## src/fiw_pkg.sv

```systemverilog
package fiw_pkg;

  // flash geometry
  localparam int SECTOR_BYTES = 4096;
  localparam int ADDRESS_BITS = 24;

  // port widths fixed by the interface
  localparam int OUT_ADDR_BITS = 24;
  localparam int SIZE_BITS     = 25;
  localparam int CRC_BITS      = 16;
  localparam int CFG_IDX_BITS  = 2;

  // reflected crc-16 polynomial
  localparam logic [CRC_BITS-1:0] CRC_POLY = 16'hA001;

  typedef enum logic [2:0] {
    ACT_ERASE    = 3'd0,
    ACT_WRITE    = 3'd1,
    ACT_MATCH    = 3'd2,
    ACT_MISMATCH = 3'd3,
    ACT_OVERRUN  = 3'd4
  } action_t;

  typedef enum logic [CFG_IDX_BITS-1:0] {
    CFG_BASE_ADDRESS = 2'd0,
    CFG_IMAGE_SIZE   = 2'd1,
    CFG_EXPECTED_CRC = 2'd2
  } cfg_index_t;

  typedef struct packed {
    action_t                  action;
    logic [OUT_ADDR_BITS-1:0] addr;
    logic [CRC_BITS-1:0]      value;
    logic                     last;
  } result_t;

  // fold one byte into the crc, lsb first
  function automatic logic [CRC_BITS-1:0] crc_fold(input logic [CRC_BITS-1:0] crc,
                                                   input logic [7:0] data);
    logic [CRC_BITS-1:0] c;
    c = crc ^ {8'h00, data};
    for (int b = 0; b < 8; b++) begin
      c = c[0] ? ((c >> 1) ^ CRC_POLY) : (c >> 1);
    end
    return c;
  endfunction

endpackage

```

## src/firmware_image_flash_writer.sv

```systemverilog
// channel  | direction | handshake             | word
// ---------+-----------+-----------------------+----------------------------------------
// in       | input     | in_valid / in_ready   | cmd, data_byte
// out      | output    | out_valid / out_ready | action, flash_address, result_value, last
// cfg      | input     | cfg_valid / cfg_ready | cfg_index, cfg_data
//
// An input word is held in one input register and is processed when the
// three-slot result buffer is empty or handing over its final word; one word per cycle.
// A word's results (erase, write, done at most) hold the buffer until they are all out, one
// per cycle while out_ready is high, and that sets the rate; start words make no result.
// Reset (rst, synchronous) clears the config registers, the progress state and both buffers.
// A stalled output holds its word; the input register holds one more word, then in_ready drops.
module firmware_image_flash_writer #(
  parameter int ADDRESS_BITS = fiw_pkg::ADDRESS_BITS
) (
  input  logic                              clk,
  input  logic                              rst,
  input  logic                              in_valid,
  output logic                              in_ready,
  input  logic                              cmd,
  input  logic [7:0]                        data_byte,
  output logic                              out_valid,
  input  logic                              out_ready,
  output logic [2:0]                        action,
  output logic [fiw_pkg::OUT_ADDR_BITS-1:0] flash_address,
  output logic [fiw_pkg::CRC_BITS-1:0]      result_value,
  output logic                              last,
  input  logic                              cfg_valid,
  output logic                              cfg_ready,
  input  logic [fiw_pkg::CFG_IDX_BITS-1:0]  cfg_index,
  input  logic [fiw_pkg::SIZE_BITS-1:0]     cfg_data
);

  localparam int AW = ADDRESS_BITS;

  // config registers
  logic [fiw_pkg::OUT_ADDR_BITS-1:0] base_address;
  logic [fiw_pkg::SIZE_BITS-1:0]     image_size;
  logic [fiw_pkg::CRC_BITS-1:0]      expected_crc;

  // progress state
  logic [AW-1:0]                 write_address, write_address_next;
  logic [AW-1:0]                 erase_boundary, erase_boundary_next;
  logic [fiw_pkg::SIZE_BITS-1:0] bytes_remaining, bytes_remaining_next;
  logic [fiw_pkg::CRC_BITS-1:0]  crc_value, crc_value_next;

  // input register
  logic       in_full;
  logic       in_cmd;
  logic [7:0] in_byte;

  // result buffer, slot 0 drives the output
  fiw_pkg::result_t slot0, slot1, slot2;
  fiw_pkg::result_t res0, res1, res2;
  logic [1:0]       count;
  logic [1:0]       res_count;

  logic                          consume;
  logic [AW-1:0]                 base_aw;
  logic [fiw_pkg::CRC_BITS-1:0]  crc_new;
  logic                          erase_hit;
  logic                          done_hit;
  fiw_pkg::result_t              erase_r, write_r, done_r, overrun_r;

  // config writes are always taken
  assign cfg_ready = 1'b1;

  always_ff @(posedge clk) begin
    if (rst) begin
      base_address <= '0;
      image_size   <= '0;
      expected_crc <= '0;
    end else if (cfg_valid) begin
      case (fiw_pkg::cfg_index_t'(cfg_index))
        fiw_pkg::CFG_BASE_ADDRESS: base_address <= cfg_data[fiw_pkg::OUT_ADDR_BITS-1:0];
        fiw_pkg::CFG_IMAGE_SIZE:   image_size   <= cfg_data;
        fiw_pkg::CFG_EXPECTED_CRC: expected_crc <= cfg_data[fiw_pkg::CRC_BITS-1:0];
        default: ;
      endcase
    end
  end

  // process the held word when the buffer frees up this cycle
  assign consume  = in_full && ((count == 2'd0) || ((count == 2'd1) && out_ready));
  assign in_ready = !in_full || consume;

  always_ff @(posedge clk) begin
    if (rst) begin
      in_full <= 1'b0;
    end else if (in_ready) begin
      in_full <= in_valid;
    end
  end

  always_ff @(posedge clk) begin
    if (in_ready && in_valid) begin
      in_cmd  <= cmd;
      in_byte <= data_byte;
    end
  end

  // candidate result words
  assign base_aw   = AW'(32'(base_address));
  assign crc_new   = fiw_pkg::crc_fold(crc_value, in_byte);
  assign erase_hit = (write_address == erase_boundary);
  assign done_hit  = (bytes_remaining == fiw_pkg::SIZE_BITS'(1));

  always_comb begin
    erase_r.action   = fiw_pkg::ACT_ERASE;
    erase_r.addr     = fiw_pkg::OUT_ADDR_BITS'(32'(erase_boundary));
    erase_r.value    = '0;
    erase_r.last     = 1'b0;
    write_r.action   = fiw_pkg::ACT_WRITE;
    write_r.addr     = fiw_pkg::OUT_ADDR_BITS'(32'(write_address));
    write_r.value    = {8'h00, in_byte};
    write_r.last     = !done_hit;
    done_r.action    = (crc_new == expected_crc) ? fiw_pkg::ACT_MATCH : fiw_pkg::ACT_MISMATCH;
    done_r.addr      = '0;
    done_r.value     = crc_new;
    done_r.last      = 1'b1;
    overrun_r.action = fiw_pkg::ACT_OVERRUN;
    overrun_r.addr   = fiw_pkg::OUT_ADDR_BITS'(32'(write_address));
    overrun_r.value  = {8'h00, in_byte};
    overrun_r.last   = 1'b1;
  end

  // next progress state and the results of the held word
  always_comb begin
    write_address_next   = write_address;
    erase_boundary_next  = erase_boundary;
    bytes_remaining_next = bytes_remaining;
    crc_value_next       = crc_value;
    res0                 = write_r;
    res1                 = done_r;
    res2                 = done_r;
    res_count            = 2'd0;
    if (consume) begin
      if (!in_cmd) begin
        write_address_next   = base_aw;
        erase_boundary_next  = base_aw;
        bytes_remaining_next = image_size;
        crc_value_next       = '0;
      end else if (bytes_remaining == '0) begin
        res0      = overrun_r;
        res_count = 2'd1;
      end else begin
        write_address_next   = write_address + AW'(1);
        bytes_remaining_next = bytes_remaining - fiw_pkg::SIZE_BITS'(1);
        crc_value_next       = crc_new;
        if (erase_hit) begin
          erase_boundary_next = erase_boundary + AW'(fiw_pkg::SECTOR_BYTES);
          res0                = erase_r;
          res1                = write_r;
          res_count           = done_hit ? 2'd3 : 2'd2;
        end else begin
          res_count = done_hit ? 2'd2 : 2'd1;
        end
      end
    end
  end

  always_ff @(posedge clk) begin
    if (rst) begin
      write_address   <= '0;
      erase_boundary  <= '0;
      bytes_remaining <= '0;
      crc_value       <= '0;
    end else begin
      write_address   <= write_address_next;
      erase_boundary  <= erase_boundary_next;
      bytes_remaining <= bytes_remaining_next;
      crc_value       <= crc_value_next;
    end
  end

  // result buffer: load on consume, else shift down on pop
  always_ff @(posedge clk) begin
    if (rst) begin
      count <= 2'd0;
    end else if (consume) begin
      count <= res_count;
    end else if (out_valid && out_ready) begin
      count <= count - 2'd1;
    end
  end

  always_ff @(posedge clk) begin
    if (consume) begin
      slot0 <= res0;
      slot1 <= res1;
      slot2 <= res2;
    end else if (out_valid && out_ready) begin
      slot0 <= slot1;
      slot1 <= slot2;
    end
  end

  assign out_valid     = (count != 2'd0);
  assign action        = slot0.action;
  assign flash_address = slot0.addr;
  assign result_value  = slot0.value;
  assign last          = slot0.last;

`ifndef ASSERT_OFF
  // the final buffered word closes its group
  a_last_on_final: assert property (@(posedge clk) disable iff (rst)
    (count == 2'd1) |-> slot0.last)
    else $error("final buffered word lacks last");

  // a word is only taken into processing into a free buffer
  a_consume_free: assert property (@(posedge clk) disable iff (rst)
    consume |-> ((count == 2'd0) || (out_valid && out_ready)))
    else $error("buffer overwritten before drained");

  // an in-image byte advances address and count by one
  a_byte_advance: assert property (@(posedge clk) disable iff (rst)
    (consume && in_cmd && (bytes_remaining != '0)) |=>
      ((write_address == $past(write_address) + AW'(1)) &&
       (bytes_remaining == $past(bytes_remaining) - fiw_pkg::SIZE_BITS'(1))))
    else $error("byte did not advance progress");

  // an overrun byte leaves the progress untouched
  a_overrun_hold: assert property (@(posedge clk) disable iff (rst)
    (consume && in_cmd && (bytes_remaining == '0)) |=>
      ((bytes_remaining == '0) && $stable(write_address) && $stable(crc_value)))
    else $error("overrun changed progress");
`endif

endmodule

```

## config.mk

```make
export PLATFORM = sky130hd
export DESIGN_NAME = firmware_image_flash_writer
export DESIGN_NICKNAME = d
export VERILOG_FILES = /design/src/fiw_pkg.sv /design/src/firmware_image_flash_writer.sv
export SDC_FILE = /design/constraint.sdc
export NUM_CORES = 1
export LEC_CHECK = 0
export BUFFER_PORTS_ARGS = -buffer_cell sky130_fd_sc_hd__buf_4
export CAP_MARGIN = 20
export CORE_ASPECT_RATIO = 1.75
export CORE_MARGIN = 1
export CORE_UTILIZATION = 65
export CTS_CLUSTER_SIZE = 12
export DETAILED_ROUTE_END_ITERATION = 8
export PLACE_DENSITY = 0.85
export SYNTH_ARGS = -nofsm -noshare
export SYNTH_HDL_FRONTEND = slang
export SYNTH_SLANG_ARGS = --single-unit
```

## constraint.sdc

```tcl
create_clock -name clk -period 7.1 [get_ports clk]
set_input_delay 0.71 -clock clk [delete_from_list [all_inputs] [get_ports clk]]
set_output_delay 0.71 -clock clk [all_outputs]
set_load 0.02 [all_outputs]
```

Word-level counts from Yosys, hierarchy flattened

Cells that the tools add are included.

Memory bits (writable): 0
Memory bits (read-only): 0
Input port bits: 41
Output and inout bits: 47
Memories: 0
Logic and storage cells: 95
Bits in latches: 0
Register bits after elaboration: 273

Reduce and logical (&&, ||, !) cells: 18
Add/sub/neg operators: 4
Shift operators: 0
Div/mod/pow operators: 0
Magnitude comparators: 0
Equality and inequality tests: 8
Bitwise logic cells: 9
$mul: 0
Mux-type cells: 35

Operator list:

| cell                     | count |
|---|---|
| $mux W44                 | 6 |
| $mux W16                 | 10 |
| $mux W43                 | 3 |
| $mux W24                 | 5 |
| $mux W25                 | 2 |
| $mux W42                 | 1 |
| $eq A25 B1 Y1 const B    | 1 |
| $logic_not A25 Y1        | 1 |
| $sub A25 B1 Y25 const B  | 1 |
| $add A24 B1 Y24 const B  | 1 |
| $add A24 B13 Y24 const B | 1 |
| $eq A24 B24 Y1           | 1 |
| $not A2 Y3               | 8 |
| $eq A16 B16 Y1           | 1 |
| $xor A16 B8 Y16          | 1 |
| $mux W2                  | 6 |
| $reduce_and A2 Y1        | 4 |
| $eq A2 B1 Y1 const B     | 2 |
| $logic_and A1 B1 Y1      | 4 |
| $logic_not A2 Y1         | 2 |
| $reduce_bool A2 Y1       | 2 |
| $reduce_and A3 Y1        | 1 |
| $eq A2 B2 Y1 const B     | 1 |
| $logic_not A1 Y1         | 2 |
| 5 further kinds          | 7 |

Logic depth before layout (Yosys ltp)

Gate-level depths: netlist of the first run.

Depth in word-level cells: 23
Gate-level depth with buffers: 10
Gate-level depth less buffers: 8

Worst setup path after synthesis of the first run

Ideal clock, no wire load.

Kind: in2reg
Start: input port out_ready
End: register slot2[10] (netlist name), enable pin
Data required time: 6.712 ns
Slack: 4.560 ns
Path buffers: 3
Setup time: 0.388 ns
Arrival: 2.152 ns
Stages: 6
Cells stage by stage: a21oi_1 nand2b_1 clkbuf_1 inv_1 clkbuf_1 buf_1

Cells in the longest elaborated chain, start to end: 3

Ends and longest elaborated chain:

| what                 | line                               | RTL |
|---|---|---|
| start, declared      | firmware_image_flash_writer.sv:23  | `input logic out_ready,` |
| $logic_and A1 B1 Y1  | firmware_image_flash_writer.sv:84  | `assign consume = in_full && ((count == 2'd0) \|\| ((count == 2'd1) && out_ready));` |
| $logic_or A1 B1 Y1   | firmware_image_flash_writer.sv:84  |  |
| $logic_and A1 B1 Y1  | firmware_image_flash_writer.sv:84  |  |
| named net consume    | firmware_image_flash_writer.sv:58  | `logic consume;` |
| end signal, assigned | firmware_image_flash_writer.sv:191 | `slot2 <= res2;` |
| end, declared        | firmware_image_flash_writer.sv:53  | `fiw_pkg::result_t slot0, slot1, slot2;` |

The timed path passes the listed nets, and every way through them passes these cells.
A chain may end at the register's enable or synchronous reset.

Worst setup path in the final report of the first run

Start: register count[0]
End: register write_address[21]

Cells in the longest elaborated chain, start to end: 5
Elaborated cells on any way between the ends: 6
Classes of those cells: 1 x eq/ne; 5 x reduce/logical

Ends and longest elaborated chain:

| what                                 | line                               | RTL |
|---|---|---|
| start, declared                      | firmware_image_flash_writer.sv:55  | `logic [1:0] count;` |
| start signal, assigned               | firmware_image_flash_writer.sv:181 | `count <= res_count;` |
| start signal, assigned               | firmware_image_flash_writer.sv:183 | `count <= count - 2'd1;` |
| $eq A2 B1 Y1                         | firmware_image_flash_writer.sv:84  |  |
| $logic_and A1 B1 Y1                  | firmware_image_flash_writer.sv:84  |  |
| $logic_or A1 B1 Y1 *                 | firmware_image_flash_writer.sv:84  |  |
| $logic_and A1 B1 Y1 *                | firmware_image_flash_writer.sv:84  |  |
| $reduce_and A2 Y1 (no source line) * | -                                  |  |
| end signal, assigned                 | firmware_image_flash_writer.sv:169 | `write_address <= write_address_next;` |
| end, declared                        | firmware_image_flash_writer.sv:42  | `logic [AW-1:0] write_address, write_address_next;` |

Mark *: on every way between the ends. The rest lies on a longest branch, timed or not.

==> results of run 1 <==
placed cells by master (no fill, tap or decap), types with 7 or more instances in the layout:
| master | instances |
|---|---|
| nand2_1 | 318 |
| a31oi_1 | 19 |
| nor2_1 | 61 |
| clkbuf_1 | 15 |
| inv_1 | 16 |
| nand3_1 | 45 |
| edfxtp_1 | 113 |
| nand4_1 | 23 |
| dfxtp_1 | 157 |
| clkbuf_16 | 26 |
| o31ai_1 | 9 |
| and3_1 | 30 |
| buf_4 | 97 |
| ha_1 | 7 |
| a22oi_1 | 12 |
| a211oi_1 | 23 |
| or3_1 | 7 |
| o22ai_1 | 15 |
| nor3_1 | 17 |
| xor2_1 | 34 |
| xnor2_1 | 9 |
| a21oi_1 | 145 |
| nor4_1 | 11 |
| o21ai_0 | 76 |
| and2_1 | 13 |
cells in the mapped netlist, drive strengths merged (4+ instances only):
cell / number
ha: 7
o22ai: 15
a31oi: 20
inv: 18
or3: 7
clkbuf: 87
o2bb2ai: 6
o21ai: 77
o32ai: 4
buf: 19
edfxtp: 113
nor2b: 6
xor3: 4
and3: 30
a41o: 4
a211oi: 23
o221a: 5
and2: 13
xnor2: 17
nand3: 45
nor3: 19
and4: 5
nand2: 318
o31ai: 9
nor4: 14
o211ai: 4
nand4: 23
o41ai: 4
a22oi: 12
nor2: 61
xor2: 36
a21oi: 146
or2: 5
xnor3: 5
dfxtp: 157
nand2b: 4
report_power, final:
part / internal (W) / total [W] / switching [W]
Clock: 0.000715 / 0.00128 / 0.000562
Combinational: 0.000433 / 0.00130 / 0.000871
Sequential: 0.00186 / 0.00198 / 0.000121
worst reg2reg max path, cell delays in order (launching register included):
cell and delay [ns]:
dfxtp_1 0.40, inv_1 0.07, ha_1 0.24, a21oi_1 0.25, nand2b_4 0.48, clkinv_2 0.57
nand2_1 0.87, o21ai_0 0.22, a21oi_1 0.16
kinds of logic after synthesis:
group,synth area share [%]
fa+ha+maj,0.691
xor+xnor,6.47
mux,0.504
compound gates,16.6
buf+inv,3.80
flops,51.6
other cells,0.0296
simple gates,20.3
layer usage:
metal	vias to the layer above	track usage, %	part of all wire [%]
met2	524	55.7	51
met3	114	4.09	7.0
met1	5024	41.2	37
met5	-	0	0
li1	4980	-	-
met4	0	16.3	4.9
registers in the layout, indices dropped and copies added (netlist names):
signal / flops
slot1: 43
bytes_remaining: 25
image_size: 25
base_address: 24
erase_boundary: 24
flash_address: 24
write_address: 24
slot2: 17
crc_value: 16
expected_crc: 16
result_value: 16
in_byte: 8
action: 3
count: 2
in_cmd: 1
in_full: 1
last: 1
through the flow:
stage	area (µm²)	hold slack, ns	worst slack, ns
after floorplan	12700	0.432	4.56
after global placement	13300	0.440	3.80
after detailed placement	13300	0.445	3.69
after CTS	14100	0.337	3.83
after global routing	14100	0.333	3.45
final	14100	0.340	3.76
area by class of cell:
type	count	area, µm²	area share (%)
clock inverters	2	46.3	0.329
clock buffers	41	707	5.02
flip-flops and latches	270	6540	46.4
repair buffers	98	748	5.31
multi-input cells	990	5680	40.3
well taps	241	302	2.14
inverters	18	68.8	0.488
worst paths after layout:
kind                                     start                end  depth (start not counted)
worst max-delay path                  count[0]  write_address[21]                          8
worst min register to register  image_size[23]     image_size[23]                          2
worst min-delay path              data_byte[6]         in_byte[6]                          1
worst max register to register        count[0]  write_address[21]                          8
==> results.toml, run 1 <==
[final_layout]
drive_gt1_share_pct = 11.6
antenna_cells = 0
fillCellCount = 1399
final_nets = 1452
syn2layout_area_growth_pct = 11.2
final_cells = 1660
final_util_pct = 73.7

[power_and_ir_drop]
p_per_area_nw_per_um2 = 324
power_w = 0.00456
power_leakage_nw = 5.24
peakVddDrop_v = 0.000266

[timing]
tightest_slew_ns = 1.11
finClkSkew_ns = 0.0142
max-slew-margin-rel_pct = 25.7
setup_viol = 0
clock.fmax_mhz = 300
setup_tns_ns = 0
drv_slew = 0
rsz0062_at_grt = "no"
period_minus_slack_ns = 3.34
hold_viol_final = 0
timing.final.crit_share_pct = 47.0

[clock_tree]
clk_pin_slew_worst_paths_ns = 0.06
cts_max_level = 1
cts-buffers-inserted = 26
postCtsResizedCells = 0
cts_hold_buf = 0
insertion_delay_ns = 0.54
cts_setup_buffers = 0
cts_buffer_depth = 3
root_buffer = "clkbuf_16"
cts_sinks = 270
cts_tree = "built"

[route]
remaining_drc_errors = 0
vias = 10600
routed_wl_mm = 32.6
drt_iter0_markers = 1154
ant_nets = 0
vias_per_cell = 6.41
first_pass_iters = 6
wire_per_inst_um = 19.6

[floorplan]
die_y_um = 187
rows = 67
ios = 88
dieArea_um2 = 20100
fp.dieW_um = 108
start_util_pct = 66.3
core_area_um2 = 19100

[synthesis]
syn_nets = 1432
yosys.area.top_type = "edfxtp_1"
synthDistinctLibCells = 73
syn_area_um2 = 12700
netlist_top_cells_area = "edfxtp_1, dfxtp_1, nand2_1"
yosys_warnings = 0
ys_seq_area_share_pct = 51.6
async_reset_ff_share_pct = 0
ys_ff_latch = 270
syn_inst = 1384
synth_top_area_share_pct = 26.8
syn_avg_cell_area_um2 = 9.15
synthFlopType = "dfxtp_1"
synth_edf_count = 113

[placement]
gp_congestion = 0.969
dp_hpwl_mm = 21.9
io_buffers = 86
placed_cells = 1616

[worst_setup_path]
worst-path-buf-inv = 2
crit_path_end_kind = "flop"
r2r_slack_ns = 3.76
startpoint_type = "flop"
cpMostUsedCell = "a21oi_1"
critPathArrivalTime_ns = 3.79
crit_fanout = 43
slowest_delay_ns = 0.86
crit_chain = "inv_1, ha_1, a21oi_1, nand2b_4, clkinv_2, nand2_1, o21ai_0, a21oi_1"
cp_slowest_cell = "nand2_1"
required_ns = 7.56
crit_family = "simple AND/OR/NAND/NOR gates"
critPathKind = "flop to flop"

[global_route]
grt_overflow = 0
grt_pass1_wl_mm = 51.9
grt_max_degree = 92
antenna_found_initial = 0
grt_pass1_vias = 9969
track_usage_pct = 33.0

[job]
cap_violations = 0

[hold_path]
hold_path_class = "input pin to flop"

[status]
outcome = "completed"
No activity file was read; power rests on OpenSTA's default activity.
==> inputs of run 2 (changes only) <==
ABC_AREA = 1   (was not set)
CORE_UTILIZATION = 61   (was 65)
PLACE_DENSITY = 0.8   (was 0.85)
clock period = 3.4 ns   (was 7.1 ns; I/O delays follow)
==> results.toml, run 2 <==
[final_layout]
design_area_um2 = 14400
largest-register = "slot1"
final_cells = 1901
antenna_cells = 0
final_nets = 1688
final_common_cell = "nand2_1"
syn2layout_area_growth_pct = 12.2
reg_top3 = "slot1 x43, bytes_remaining x25, image_size x25"
final_util_pct = 70.3
largest_reg_flops = 43
final_cell_mix = "nand2_1, nor2_1, o21ai_0, dfxtp_1, inv_1"
drive_gt1_share_pct = 12.5

[synthesis]
yosys_warnings = 0
syn_inst = 1577
syn_area_um2 = 12800
synthDistinctLibCells = 49
synth_edf_count = 113
synth_most_common_cell = "nand2_1"
ys_top_cells_by_count = "nand2_1, nor2_1, o21ai_0"
netlist_top_cells_area = "edfxtp_1, dfxtp_1, nand2_1"
syn_nets = 1625
synthFlopType = "dfxtp_1"
async_reset_ff_share_pct = 0
synth_top_area_share_pct = 26.5
ys_ff_latch = 270
syn_avg_cell_area_um2 = 8.13
ys_seq_area_share_pct = 51.0
yosys.area.top_type = "edfxtp_1"

[timing]
max-slew-margin-rel_pct = 31.8
hold_viol_final = 0
finClkSkew_ns = 0.0192
drv_slew = 0
rsz0062_at_grt = "no"
setup_tns_ns = 0
clock.fmax_mhz = 336
tightest_slew_ns = 1.02
setup_ws_ns = 0.428
setup_viol = 0
timing.final.crit_share_pct = 87.4
period_minus_slack_ns = 2.97

[worst_setup_path]
critPathKind = "flop to flop"
worstSetupStartpoint = "bytes_remaining[9]"
slowest_delay_ns = 0.75
crit_chain = "nor2_1, nand2_1, nor2_1, nand2_1, nor4_1, inv_1, ha_1, o31ai_1, o21ai_0"
worst-path-buf-inv = 1
rr_startpoint = "bytes_remaining[9]"
crit_path_end_kind = "flop"
required_ns = 3.67
critPathArrivalTime_ns = 3.24
startpoint_type = "flop"
crit_family = "simple AND/OR/NAND/NOR gates"
cp_slowest_cell = "nor4_1"
crit_fanout = 5

[clock_tree]
cts_max_level = 1
cts-buffers-inserted = 26
insertion_delay_ns = 0.54
cts_sinks = 270
clk_pin_slew_worst_paths_ns = 0.06
cts_setup_buffers = 0
cts_tree = "built"
cts_buffer_depth = 3
root_buffer = "clkbuf_16"

[route]
top_layer_used = "met4"
ant_nets = 0
remaining_drc_errors = 17
vias = 10700
wirelength_met1_mm = 11.7
wire_per_inst_um = 16.7
routed_wl_mm = 31.7
drt_iter0_markers = 823
first_pass_iters = 9
vias_per_cell = 5.65
met3_length_mm = 1.66
wl_met2_mm = 16.1

[placement]
placed_cells = 1851
place_ws_ns = 0.462
dpl_cell_area_um2 = 13500
gp_congestion = 0.911
dp_hpwl_mm = 22.2
io_buffers = 86

[status]
outcome = "finished, violations left"
failed_checks = "design-rule violations"

[job]
cap_violations = 0

[global_route]
track_usage_pct = 29.7
antenna_found_initial = 0
grt_pass1_wl_mm = 50.9
grt_overflow = 0
grt_max_degree = 67
grt_pass1_vias = 10500

[floorplan]
rows = 69
dieArea_um2 = 21600
ios = 88
fp.dieW_um = 112
die_y_um = 194
core_area_um2 = 20500
start_util_pct = 62.7

[hold_path]
hold_path_class = "input pin to flop"
min_from = "cfg_data[23]"

[power_and_ir_drop]
peakVddDrop_v = 0.000415
p_per_area_nw_per_um2 = 822
power_leakage_nw = 5.76
## run 2: through the flow
step,hold WS [ns],power (W)
6_report,0.0715,0.0118
5_1_grt,0.0886,0.0125
4_1_cts,0.0686,0.0118
3_5_place_dp,0.450,0.00920
3_3_place_gp,0.442,0.00903
2_1_floorplan,0.430,0.00792
## run 2: worst paths after layout
kind	endpoint	cells after the start	slack [ns]
worst min-delay path	image_size[23]	3	0.07
worst max register to register	last	9	0.43
worst max-delay path	last	9	0.43
worst min register to register	bytes_remaining[24]	2	0.46
## run 2: power breakdown
part | internal (W) | switching, W
sequential | 0.00453 | 0.000498
combinational | 0.00136 | 0.00278
clock | 0.00149 | 0.00117
total | 0.00738 | 0.00444
## run 2: logic make-up after synthesis
family | share of synthesized area (%)
buffers and inverters | 7.43
flip-flops | 51.0
XOR/XNOR | 2.87
AND/OR/NAND/NOR | 23.2
adder cells (fa/ha/maj) | 0.683
AO/OA/AOI/OAI | 14.8
other | 0.0292
## run 2: area by class of cell
type / instances / area, µm²
Tap cell: 248 / 310
Multi-Input combinational cell: 1077 / 5340
Timing Repair Buffer: 107 / 851
Sequential cell: 270 / 6540
Inverter: 158 / 596
Clock buffer: 41 / 748
Fill cell: 1621 / 6080
## run 2: routing by layer
layer | track usage, % | vias up
li1 | - | 5313
met5 | 0 | -
met2 | 53.2 | 356
met1 | 32.3 | 4941
met4 | 21.0 | 0
met3 | 3.28 | 130
## run 2: what timing repair did
item,CTS,global route
resized for setup,0,0
setup endpoints to repair,0,0
endpoints found under the hold margin,9,0
hold buffers,9,0
## run 2: worst reg2reg max path, stage by stage (launching register included)
cell and delay (ns):
dfxtp_1 0.35, nor2_1 0.20, nand2_1 0.10, nor2_1 0.12, nand2_1 0.13, nor4_1 0.75
inv_1 0.15, ha_1 0.28, o31ai_1 0.45, o21ai_0 0.17
